File: config.mk
export PLATFORM = sky130hd
export DESIGN_NAME = two_axis_bresenham_step_generator_top
export DESIGN_NICKNAME = d
export VERILOG_FILES = /design/src/rtl/bsg_pkg.sv /design/src/rtl/bsg_divider.sv /design/src/rtl/two_axis_bresenham_step_generator_top.sv
export SDC_FILE = /design/constraint.sdc
export NUM_CORES = 2
export LEC_CHECK = 0
export BUFFER_PORTS_ARGS = -buffer_cell sky130_fd_sc_hd__buf_2
export CORE_ASPECT_RATIO = 1.1
export CORE_UTILIZATION = 34
export CTS_BUF_LIST = sky130_fd_sc_hd__clkbuf_4 sky130_fd_sc_hd__clkbuf_8
export CTS_CLUSTER_DIAMETER = 150
export DETAILED_ROUTE_END_ITERATION = 10
export GPL_TIMING_DRIVEN = 0
export PLACE_DENSITY_LB_ADDON = 0.25
export REMOVE_ABC_BUFFERS = 1
export SKIP_LAST_GASP = 1
export SYNTH_ARGS = -nofsm -noshare
export SYNTH_HDL_FRONTEND = slang
export SYNTH_SLANG_ARGS = --single-unit
File: constraint.sdc
create_clock -name clk -period 10.7 [get_ports clk]
set_input_delay 2.14 -clock clk [delete_from_list [all_inputs] [get_ports clk]]
set_output_delay 2.14 -clock clk [all_outputs]
set_load 0.005 [all_outputs]
File: src/rtl/bsg_pkg.sv
`default_nettype none

package bsg_pkg;

  // Field widths fixed by the command format.
  localparam int REQ_W     = 3;
  localparam int DISP_W    = 24;
  localparam int FEED_W    = 16;
  localparam int SPM_W     = 12;
  localparam int CFG_W     = 16;
  localparam int STATUS_W  = 2;
  localparam int PROD_W    = DISP_W + SPM_W;

  // Interval divider: a 26-bit constant dividend over a 28-bit divisor.
  localparam int QUOT_W    = 26;
  localparam int DIVISOR_W = 28;
  localparam int DCNT_W    = $clog2(QUOT_W);
  localparam logic [QUOT_W-1:0] US_PER_MIN   = 26'd60000000;
  localparam logic [QUOT_W-1:0] MIN_INTERVAL = 26'd10;

  // Request codes.
  localparam logic [REQ_W-1:0] REQ_TICK    = 3'd0;
  localparam logic [REQ_W-1:0] REQ_START   = 3'd1;
  localparam logic [REQ_W-1:0] REQ_STOP    = 3'd2;
  localparam logic [REQ_W-1:0] REQ_ENABLE  = 3'd3;
  localparam logic [REQ_W-1:0] REQ_DISABLE = 3'd4;
  localparam logic [REQ_W-1:0] REQ_CLEAR   = 3'd5;

  // Start status codes.
  localparam logic [STATUS_W-1:0] ST_OK        = 2'd0;
  localparam logic [STATUS_W-1:0] ST_BUSY      = 2'd1;
  localparam logic [STATUS_W-1:0] ST_ZERO_FEED = 2'd2;

  // Configuration register indexes.
  localparam logic CFG_STEPS_PER_MM = 1'b0;
  localparam logic CFG_MAX_FEED     = 1'b1;

  typedef struct packed {
    logic [REQ_W-1:0]         req_type;
    logic signed [DISP_W-1:0] move_dx;
    logic signed [DISP_W-1:0] move_dy;
    logic [FEED_W-1:0]        feed_rate;
  } in_item_t;

  typedef struct packed {
    logic                step_x;
    logic                step_y;
    logic                dir_x;
    logic                dir_y;
    logic                busy_res;
    logic                done_res;
    logic                drive_on;
    logic [STATUS_W-1:0] start_status;
  } out_item_t;

  typedef struct packed {
    logic busy;
    logic done;
  } div_stat_t;

  typedef enum logic [2:0] {
    S_IDLE,
    S_MULX,
    S_MULY,
    S_MULF,
    S_CHECK,
    S_DIV,
    S_FINISH
  } bsg_state_t;

endpackage

`default_nettype wire

File: src/rtl/bsg_divider.sv
`default_nettype none

module bsg_divider
  import bsg_pkg::*;
(
  input  wire logic                 clk,
  input  wire logic                 rst_n,
  input  wire logic                 start,
  input  wire logic [DIVISOR_W-1:0] divisor,
  output logic      [QUOT_W-1:0]    quotient,
  output div_stat_t                 stat
);

  logic                 busy_r, busy_nxt;
  logic                 done_r, done_nxt;
  logic [DCNT_W-1:0]    cnt_r, cnt_nxt;
  logic [DIVISOR_W-1:0] rem_r, rem_nxt;
  logic [DIVISOR_W-1:0] dvs_r, dvs_nxt;
  logic [QUOT_W-1:0]    quo_r, quo_nxt;
  logic [DIVISOR_W:0]   trial;
  logic                 fits;

  // One restoring step: shift in the next dividend bit and try a subtract.
  assign trial = {rem_r, quo_r[QUOT_W-1]};
  assign fits  = trial >= {1'b0, dvs_r};

  always_comb begin
    busy_nxt = busy_r;
    done_nxt = 1'b0;
    cnt_nxt  = cnt_r;
    rem_nxt  = rem_r;
    dvs_nxt  = dvs_r;
    quo_nxt  = quo_r;
    if (start) begin
      busy_nxt = 1'b1;
      cnt_nxt  = DCNT_W'(QUOT_W - 1);
      rem_nxt  = '0;
      dvs_nxt  = divisor;
      quo_nxt  = US_PER_MIN;
    end else if (busy_r) begin
      rem_nxt = fits ? DIVISOR_W'(trial - {1'b0, dvs_r}) : trial[DIVISOR_W-1:0];
      quo_nxt = {quo_r[QUOT_W-2:0], fits};
      if (cnt_r == '0) begin
        busy_nxt = 1'b0;
        done_nxt = 1'b1;
      end else begin
        cnt_nxt = cnt_r - DCNT_W'(1);
      end
    end
  end

  always_ff @(posedge clk) begin
    if (!rst_n) begin
      busy_r <= 1'b0;
      done_r <= 1'b0;
      cnt_r  <= '0;
    end else begin
      busy_r <= busy_nxt;
      done_r <= done_nxt;
      cnt_r  <= cnt_nxt;
    end
    rem_r <= rem_nxt;
    dvs_r <= dvs_nxt;
    quo_r <= quo_nxt;
  end

  assign quotient  = quo_r;
  assign stat.busy = busy_r;
  assign stat.done = done_r;

endmodule

`default_nettype wire

File: src/rtl/two_axis_bresenham_step_generator_top.sv
// A tick, stop, enable, disable or clear beat goes from capture to the finish state, and
// its result is stored once the output is free; a start that runs the interval division
// makes three passes through one multiplier and then 26 restoring divider iterations.
// Throughput: one beat at a time; the next beat is taken the cycle after a result is stored.
// Reset (rst_n, synchronous, active low): idle, not moving, not done, drivers off,
// 80 steps per mm and a 6000 mm/min feed ceiling.
`default_nettype none

module two_axis_bresenham_step_generator_top
  import bsg_pkg::*;
#(
  parameter int STEP_BITS = 24,
  parameter int FRAC_BITS = 8
) (
  input  wire logic             clk,
  input  wire logic             rst_n,
  input  wire logic             in_valid,
  output logic                  in_stall,
  input  wire in_item_t         in_data,
  output logic                  out_valid,
  input  wire logic             out_stall,
  output out_item_t             out_data,
  input  wire logic             cfg_we,
  input  wire logic             cfg_index,
  input  wire logic [CFG_W-1:0] cfg_wdata
);

  localparam int ERR_W = STEP_BITS + 1;
  localparam logic [PROD_W-1:0] STEP_LIM = PROD_W'((64'd1 << STEP_BITS) - 64'd1);

  // Sequencer and captured beat.
  bsg_state_t state_r, state_nxt;
  in_item_t   in_r;

  // Configuration.
  logic [SPM_W-1:0]  spm_r;
  logic [FEED_W-1:0] max_feed_r;

  // Move state.
  logic [STEP_BITS-1:0] left_x_r, left_x_nxt;
  logic [STEP_BITS-1:0] left_y_r, left_y_nxt;
  logic [STEP_BITS-1:0] left_tot_r, left_tot_nxt;
  logic [STEP_BITS-1:0] major_tot_r, major_tot_nxt;
  logic [STEP_BITS-1:0] minor_tot_r, minor_tot_nxt;
  logic [ERR_W-1:0]     err_r, err_nxt;
  logic                 x_major_r, x_major_nxt;
  logic                 dir_x_r, dir_x_nxt;
  logic                 dir_y_r, dir_y_nxt;
  logic [QUOT_W-1:0]    interval_r, interval_nxt;
  logic [QUOT_W-1:0]    countdown_r, countdown_nxt;
  logic                 moving_r, moving_nxt;
  logic                 done_r, done_nxt;
  logic                 enabled_r, enabled_nxt;

  // Shared multiplier and step counts.
  logic [DISP_W-1:0]    mag_x, mag_y, mul_a;
  logic [PROD_W-1:0]    prod_r, prod_shift;
  logic [STEP_BITS-1:0] sat_steps;
  logic [STEP_BITS-1:0] nx_r, ny_r;
  logic [FEED_W-1:0]    feed_eff;

  // Control.
  logic         mul_en, div_start, commit, out_free, skip_div;
  div_stat_t    div_stat;
  logic [QUOT_W-1:0] quotient;

  // Output register.
  logic      out_valid_r;
  out_item_t out_data_r;
  out_item_t res;

  // Bresenham temporaries.
  logic [ERR_W-1:0] err_sum;
  logic             minor_step;

  assign out_free = !out_valid_r || !out_stall;

  // Magnitudes of the displacements; the most negative value maps to 2^23.
  assign mag_x    = in_r.move_dx[DISP_W-1] ? (~in_r.move_dx + 1'b1) : in_r.move_dx;
  assign mag_y    = in_r.move_dy[DISP_W-1] ? (~in_r.move_dy + 1'b1) : in_r.move_dy;
  assign feed_eff = (in_r.feed_rate > max_feed_r) ? max_feed_r : in_r.feed_rate;
  assign skip_div = ((nx_r == '0) && (ny_r == '0)) || (feed_eff == '0);

  // Operand select for the one multiplier: x, then y, then the effective feed.
  always_comb begin
    unique case (state_r)
      S_MULX:  mul_a = mag_x;
      S_MULY:  mul_a = mag_y;
      default: mul_a = DISP_W'(feed_eff);
    endcase
  end

  // Step count: drop the fraction bits and saturate at the step width.
  assign prod_shift = prod_r >> FRAC_BITS;
  assign sat_steps  = (prod_shift > STEP_LIM) ? STEP_LIM[STEP_BITS-1:0]
                                              : prod_shift[STEP_BITS-1:0];

  always_ff @(posedge clk) begin
    if (mul_en) begin
      prod_r <= PROD_W'(mul_a) * PROD_W'(spm_r);
    end
    if (state_r == S_MULY) begin
      nx_r <= sat_steps;
    end
    if (state_r == S_MULF) begin
      ny_r <= sat_steps;
    end
  end

  bsg_divider u_div (
    .clk      (clk),
    .rst_n    (rst_n),
    .start    (div_start),
    .divisor  (prod_r[DIVISOR_W-1:0]),
    .quotient (quotient),
    .stat     (div_stat)
  );

  // Sequencer next state.
  always_comb begin
    state_nxt = state_r;
    unique case (state_r)
      S_IDLE: begin
        if (in_valid) begin
          state_nxt = ((in_data.req_type == REQ_START) && !moving_r) ? S_MULX : S_FINISH;
        end
      end
      S_MULX:  state_nxt = S_MULY;
      S_MULY:  state_nxt = S_MULF;
      S_MULF:  state_nxt = S_CHECK;
      S_CHECK: state_nxt = skip_div ? S_FINISH : S_DIV;
      S_DIV: begin
        if (div_stat.done) begin
          state_nxt = S_FINISH;
        end
      end
      S_FINISH: begin
        if (out_free) begin
          state_nxt = S_IDLE;
        end
      end
      default: state_nxt = S_IDLE;
    endcase
  end

  // Sequencer outputs.
  always_comb begin
    in_stall  = 1'b1;
    mul_en    = 1'b0;
    div_start = 1'b0;
    commit    = 1'b0;
    unique case (state_r)
      S_IDLE:                 in_stall  = 1'b0;
      S_MULX, S_MULY, S_MULF: mul_en    = 1'b1;
      S_CHECK:                div_start = !skip_div;
      S_FINISH:               commit    = out_free;
      default: ;
    endcase
  end

  // Effect of the captured beat on the move state, and its result.
  always_comb begin
    left_x_nxt    = left_x_r;
    left_y_nxt    = left_y_r;
    left_tot_nxt  = left_tot_r;
    major_tot_nxt = major_tot_r;
    minor_tot_nxt = minor_tot_r;
    err_nxt       = err_r;
    x_major_nxt   = x_major_r;
    dir_x_nxt     = dir_x_r;
    dir_y_nxt     = dir_y_r;
    interval_nxt  = interval_r;
    countdown_nxt = countdown_r;
    moving_nxt    = moving_r;
    done_nxt      = done_r;
    enabled_nxt   = enabled_r;
    res           = '0;
    err_sum       = err_r + ERR_W'(minor_tot_r);
    minor_step    = err_sum >= {1'b0, major_tot_r};

    case (in_r.req_type)
      REQ_TICK: begin
        if (moving_r) begin
          if (countdown_r > QUOT_W'(1)) begin
            countdown_nxt = countdown_r - QUOT_W'(1);
          end else begin
            err_nxt = minor_step ? (err_sum - {1'b0, major_tot_r}) : err_sum;
            if (x_major_r) begin
              res.step_x = 1'b1;
              res.step_y = minor_step;
            end else begin
              res.step_y = 1'b1;
              res.step_x = minor_step;
            end
            if (res.step_x && (left_x_r != '0)) begin
              left_x_nxt = left_x_r - STEP_BITS'(1);
            end
            if (res.step_y && (left_y_r != '0)) begin
              left_y_nxt = left_y_r - STEP_BITS'(1);
            end
            if (left_tot_r != '0) begin
              left_tot_nxt = left_tot_r - STEP_BITS'(1);
            end
            if (left_tot_nxt == '0) begin
              moving_nxt = 1'b0;
              done_nxt   = 1'b1;
            end else begin
              countdown_nxt = interval_r;
            end
          end
        end
      end
      REQ_START: begin
        if (moving_r) begin
          res.start_status = ST_BUSY;
        end else if ((nx_r == '0) && (ny_r == '0)) begin
          done_nxt = 1'b1;
        end else if (feed_eff == '0) begin
          res.start_status = ST_ZERO_FEED;
        end else begin
          dir_x_nxt     = !in_r.move_dx[DISP_W-1];
          dir_y_nxt     = !in_r.move_dy[DISP_W-1];
          left_x_nxt    = nx_r;
          left_y_nxt    = ny_r;
          x_major_nxt   = nx_r >= ny_r;
          major_tot_nxt = (nx_r >= ny_r) ? nx_r : ny_r;
          minor_tot_nxt = (nx_r >= ny_r) ? ny_r : nx_r;
          left_tot_nxt  = (nx_r >= ny_r) ? nx_r : ny_r;
          err_nxt       = '0;
          interval_nxt  = (quotient < MIN_INTERVAL) ? MIN_INTERVAL : quotient;
          countdown_nxt = (quotient < MIN_INTERVAL) ? MIN_INTERVAL : quotient;
          moving_nxt    = 1'b1;
          done_nxt      = 1'b0;
        end
      end
      REQ_STOP: moving_nxt = 1'b0;
      REQ_ENABLE: enabled_nxt = 1'b1;
      REQ_DISABLE: begin
        moving_nxt  = 1'b0;
        enabled_nxt = 1'b0;
      end
      REQ_CLEAR: done_nxt = 1'b0;
      default: ;
    endcase

    res.dir_x    = dir_x_nxt;
    res.dir_y    = dir_y_nxt;
    res.busy_res = moving_nxt;
    res.done_res = done_nxt;
    res.drive_on = enabled_nxt;
  end

  // Sequencer, configuration and move state registers.
  always_ff @(posedge clk) begin
    if (!rst_n) begin
      state_r     <= S_IDLE;
      spm_r       <= 12'd80;
      max_feed_r  <= 16'd6000;
      left_x_r    <= '0;
      left_y_r    <= '0;
      left_tot_r  <= '0;
      major_tot_r <= '0;
      minor_tot_r <= '0;
      err_r       <= '0;
      x_major_r   <= 1'b1;
      dir_x_r     <= 1'b1;
      dir_y_r     <= 1'b1;
      interval_r  <= '0;
      countdown_r <= '0;
      moving_r    <= 1'b0;
      done_r      <= 1'b0;
      enabled_r   <= 1'b0;
      out_valid_r <= 1'b0;
    end else begin
      state_r <= state_nxt;
      if (cfg_we) begin
        unique case (cfg_index)
          CFG_STEPS_PER_MM: spm_r      <= cfg_wdata[SPM_W-1:0];
          CFG_MAX_FEED:     max_feed_r <= cfg_wdata[FEED_W-1:0];
          default: ;
        endcase
      end
      if (commit) begin
        left_x_r    <= left_x_nxt;
        left_y_r    <= left_y_nxt;
        left_tot_r  <= left_tot_nxt;
        major_tot_r <= major_tot_nxt;
        minor_tot_r <= minor_tot_nxt;
        err_r       <= err_nxt;
        x_major_r   <= x_major_nxt;
        dir_x_r     <= dir_x_nxt;
        dir_y_r     <= dir_y_nxt;
        interval_r  <= interval_nxt;
        countdown_r <= countdown_nxt;
        moving_r    <= moving_nxt;
        done_r      <= done_nxt;
        enabled_r   <= enabled_nxt;
      end
      if (commit) begin
        out_valid_r <= 1'b1;
      end else if (!out_stall) begin
        out_valid_r <= 1'b0;
      end
    end
  end

  // Payload registers: the accepted beat and the stored result.
  always_ff @(posedge clk) begin
    if (!in_stall && in_valid) begin
      in_r <= in_data;
    end
    if (commit) begin
      out_data_r <= res;
    end
  end

  assign out_valid = out_valid_r;
  assign out_data  = out_data_r;

  // A running move always has a live countdown and steps left.
  a_countdown_live: assert property (@(posedge clk) disable iff (!rst_n)
    moving_r |-> (countdown_r != '0))
    else $error("moving with a zero countdown");

  a_steps_left: assert property (@(posedge clk) disable iff (!rst_n)
    moving_r |-> (left_tot_r != '0))
    else $error("moving with no major steps left");

  // The Bresenham error stays below the major count.
  a_err_bound: assert property (@(posedge clk) disable iff (!rst_n)
    moving_r |-> (err_r < {1'b0, major_tot_r}))
    else $error("Bresenham error out of range");

  // The divider only finishes while the sequencer waits for it.
  a_div_owned: assert property (@(posedge clk) disable iff (!rst_n)
    div_stat.done |-> (state_r == S_DIV))
    else $error("divider finished outside the divide state");

  // A stored result is presented on the next cycle.
  a_commit_out: assert property (@(posedge clk) disable iff (!rst_n)
    commit |=> out_valid)
    else $error("result stored but not presented");

endmodule

`default_nettype wire
==> results.py <==
metrics = {
    "yosys": {
        "avgSynthCellArea_um2": 9.11,
        "synthAdderAreaFrac": 0.211,
        "synth_most_common_cell": "nand2_1",
        "synth_flop_cell": "dfxtp_1",
        "synth_top_area_cell": "edfxtp_1",
        "async_flop_share": 0,
        "synthMuxAreaShare": 0.0318,
        "synth_top_area_frac": 0.171,
        "synth_simple_gate_area_frac": 0.161,
        "synth_area_leaders": "edfxtp_1 (17%), dfxtp_1 (15%), fa_1 (14%)",
        "synth_area_um2": 33000,
        "ys_types": 92,
        "synth_common_cells": "nand2_1 (444), inv_1 (396), dfxtp_1 (248)",
        "synth_cells": 3618,
        "synth_xor_xnor_area_share": 0.0422,
        "synth_compound_area_frac": 0.164,
        "synth_seq_area_share": 0.322,
        "synth_edf_count": 188,
        "yosys_warnings": 0,
        "ys_ff_latch": 436,
        "synth_top_family_by_area": "adder cells",
    },
    "sta": {
        "setup_ws_ns": 0.593,
        "report.final.setup_viol": 0,
        "period_minus_slack_ns": 10.11,
        "rsz0062_at_grt": "no",
        "hold_viol": 0,
        "max_freq_mhz": 98.9,
        "skew_ns": 0.0449,
        "slew_headroom": 0.0788,
        "post-route-period-util": 0.945,
        "worst_pin_slew_ns": 1.38,
        "fin_hold_ws_ns": 0.419,
        "drv_slew": 0,
    },
    "drt": {
        "dr.pass1.iters": 7,
        "drc": 0,
        "wl_per_cell_um": 17.2,
        "drt_iter0_markers": 1218,
        "viasPerCell": 5.11,
        "drt.antenna.violating_nets": 0,
        "via_count": 25500,
        "finalWirelength_mm": 85.9,
    },
    "cts": {
        "tritoncts": "built",
        "cts_buffers": 81,
        "cts_sinks": 436,
        "clk_latency_ns": 0.71,
        "root_buffer": "clkbuf_8",
        "htree_levels": 3,
        "clockBufferDepth": 3,
        "clkTransAtPathRegs_ns": 0.06,
        "post_cts_buffers": 0,
    },
    "worst_setup_path": {
        "reg2regPathDepth": 29,
        "worst_path_max_delay_cell": "o221ai_1",
        "cp-start-kind": "flip-flop",
        "critPathBufInv": 4,
        "crit_family": "compound AO/OA/AOI/OAI gates",
        "slowest_delay_ns": 1.06,
        "worstPathRequired_ns": 11.14,
        "cp_num_cells": 29,
        "crit_type": "reg -> reg",
        "critPathCaptureType": "flip-flop",
        "cp_max_fo": 32,
        "worstPathArrival_ns": 10.54,
        "worst_path_most_repeated_cell": "fa_1",
    },
    "hold_path": {
        "hold_depth": 0,
        "worstHoldPathType": "reg -> reg",
    },
    "global_route": {
        "grt_busiest_layer": "met2",
        "grt_use_met1": 0.221,
        "grt_overflow": 0,
        "grt_usage": 0.176,
        "use_met2": 0.310,
        "grt_start_max_net_pins": 95,
        "grt_pass1_vias": 25700,
        "grtUsageMet3": 0.0233,
        "grt_pass1_wl_mm": 139,
        "antenna_found_initial": 3,
    },
    "floorplan": {
        "initial_core_util": 0.344,
        "rows": 119,
        "die-height_um": 329,
        "ios": 100,
        "coreArea_um2": 95900,
        "fp.dieW_um": 299,
        "die_area_um2": 98200,
    },
    "placement": {
        "place_inst": 4835,
        "portBuffers": 99,
        "post-dp-hpwl_mm": 63.9,
        "gp_congestion": 0.830,
        "dp_slack_ns": 0.593,
    },
    "cells_and_area": {
        "layout.cells.non_filler": 4984,
        "regArea_um2": 10600,
        "area_growth_pct": 11.0,
        "fin_nets": 4158,
        "multi_input_area_um2": 20300,
        "drive_gt1_frac": 0.0924,
        "n_fill_cell": 9773,
    },
    "power_and_ir_drop": {
        "leakage_uw": 0.0153,
        "ir_worst_vdd_mv": 0.190,
        "power_uw": 8440,
        "powerDensity_nw_per_um2": 231,
    },
    "run": {
        "drv_cap": 0,
    },
    "status": {
        "run_status": "finished, final reports clean",
    },
}
cell type report:
cell class | count | area share
multi-input cells | 2602 | 0.553
flip-flops and latches | 436 | 0.290
well taps | 1270 | 0.0434
inverters | 399 | 0.0411
clock buffers | 119 | 0.0400
repair buffers | 128 | 0.0257
clock inverters | 29 | 0.00639
diodes | 1 | 0.0000684
through the flow:
step	cell area [um^2]	TNS, ns	utilization
3_5_place_dp	34900	0	0.364
5_1_grt	36600	0	0.382
4_1_cts	36600	0	0.381
3_3_place_gp	34300	-139.81	0.358
6_report	36600	0	0.382
2_1_floorplan	32200	0	-
report_power, final:
part	internal (uW)	switching, uW	total, uW
Clock	935	759	1690
Combinational	1770	2570	4350
Sequential	2160	248	2400
registers in the layout, summed over array words and instances (netlist names), 3 cells and up:
signal          cells
in_r               67
prod_r             36
u_div.dvs_r        28
u_div.rem_r        28
countdown_r        26
interval_r         26
u_div.quotient     26
err_r              25
left_tot_r         24
major_tot_r        24
minor_tot_r        24
nx_r               24
ny_r               24
max_feed_r         16
spm_r              12
out_data            9
u_div.cnt_r         5
state_r             3
logic make-up (layout without fill, tap and decap cells):
logic type                 Yosys count  count (layout)
DFF                                436             436
muxes                              104             104
AOI/OAI and AO/OA                  803             803
adders and majority gates          421             421
and+or+nand+nor                   1115            1115
buffers and inverters              580             675
xor gates and xnor gates           159             159
other                                0               1
worst paths after layout:
kind / startpoint / endpoint / slack [ns]
max: in_r[11] / prod_r[32] / 0.59
min reg2reg: prod_r[4] / u_div.dvs_r[4] / 0.42
max reg2reg: in_r[11] / prod_r[32] / 0.59
min: prod_r[4] / u_div.dvs_r[4] / 0.42
timing repair:
action / 4_1_cts / 5_1_grt
endpoints found under the setup margin: 0 / 3
gates resized for setup: 0 / 2
hold buffers: 0 / 0
cell usage in the layout, fill, tap and decap left out, drive strengths merged, types with 16 or more instances in the layout:
cell	Yosys	final
xnor2	99	99
nor2	246	246
a211oi	100	100
nor3	52	52
o21bai	16	16
buf	38	128
dfxtp	248	248
nand4	18	18
edfxtp	188	188
or3	30	30
o211ai	32	32
o2bb2ai	21	21
or4	21	21
a21o	49	49
clkinv	1	21
mux2i	98	98
fa	223	223
nand2b	58	58
inv	398	402
a31oi	28	28
nand3	32	32
nor4	45	45
clkbuf	143	119
and2	87	87
o21a	34	34
o31ai	26	26
ha	198	198
nand2	445	445
xor2	60	60
nor2b	27	27
a21oi	248	248
o21ai	116	116
routing by layer:
metal / wire [um] / vias to the layer above / share of wire
li1: - / 12600 / -
met3: 3200 / 133 / 0.037
met2: 42200 / 484 / 0.49
met1: 38400 / 12300 / 0.45
met5: 23 / - / 0.00027
met4: 2090 / 4 / 0.024
(Power assumes the default switching activity.)
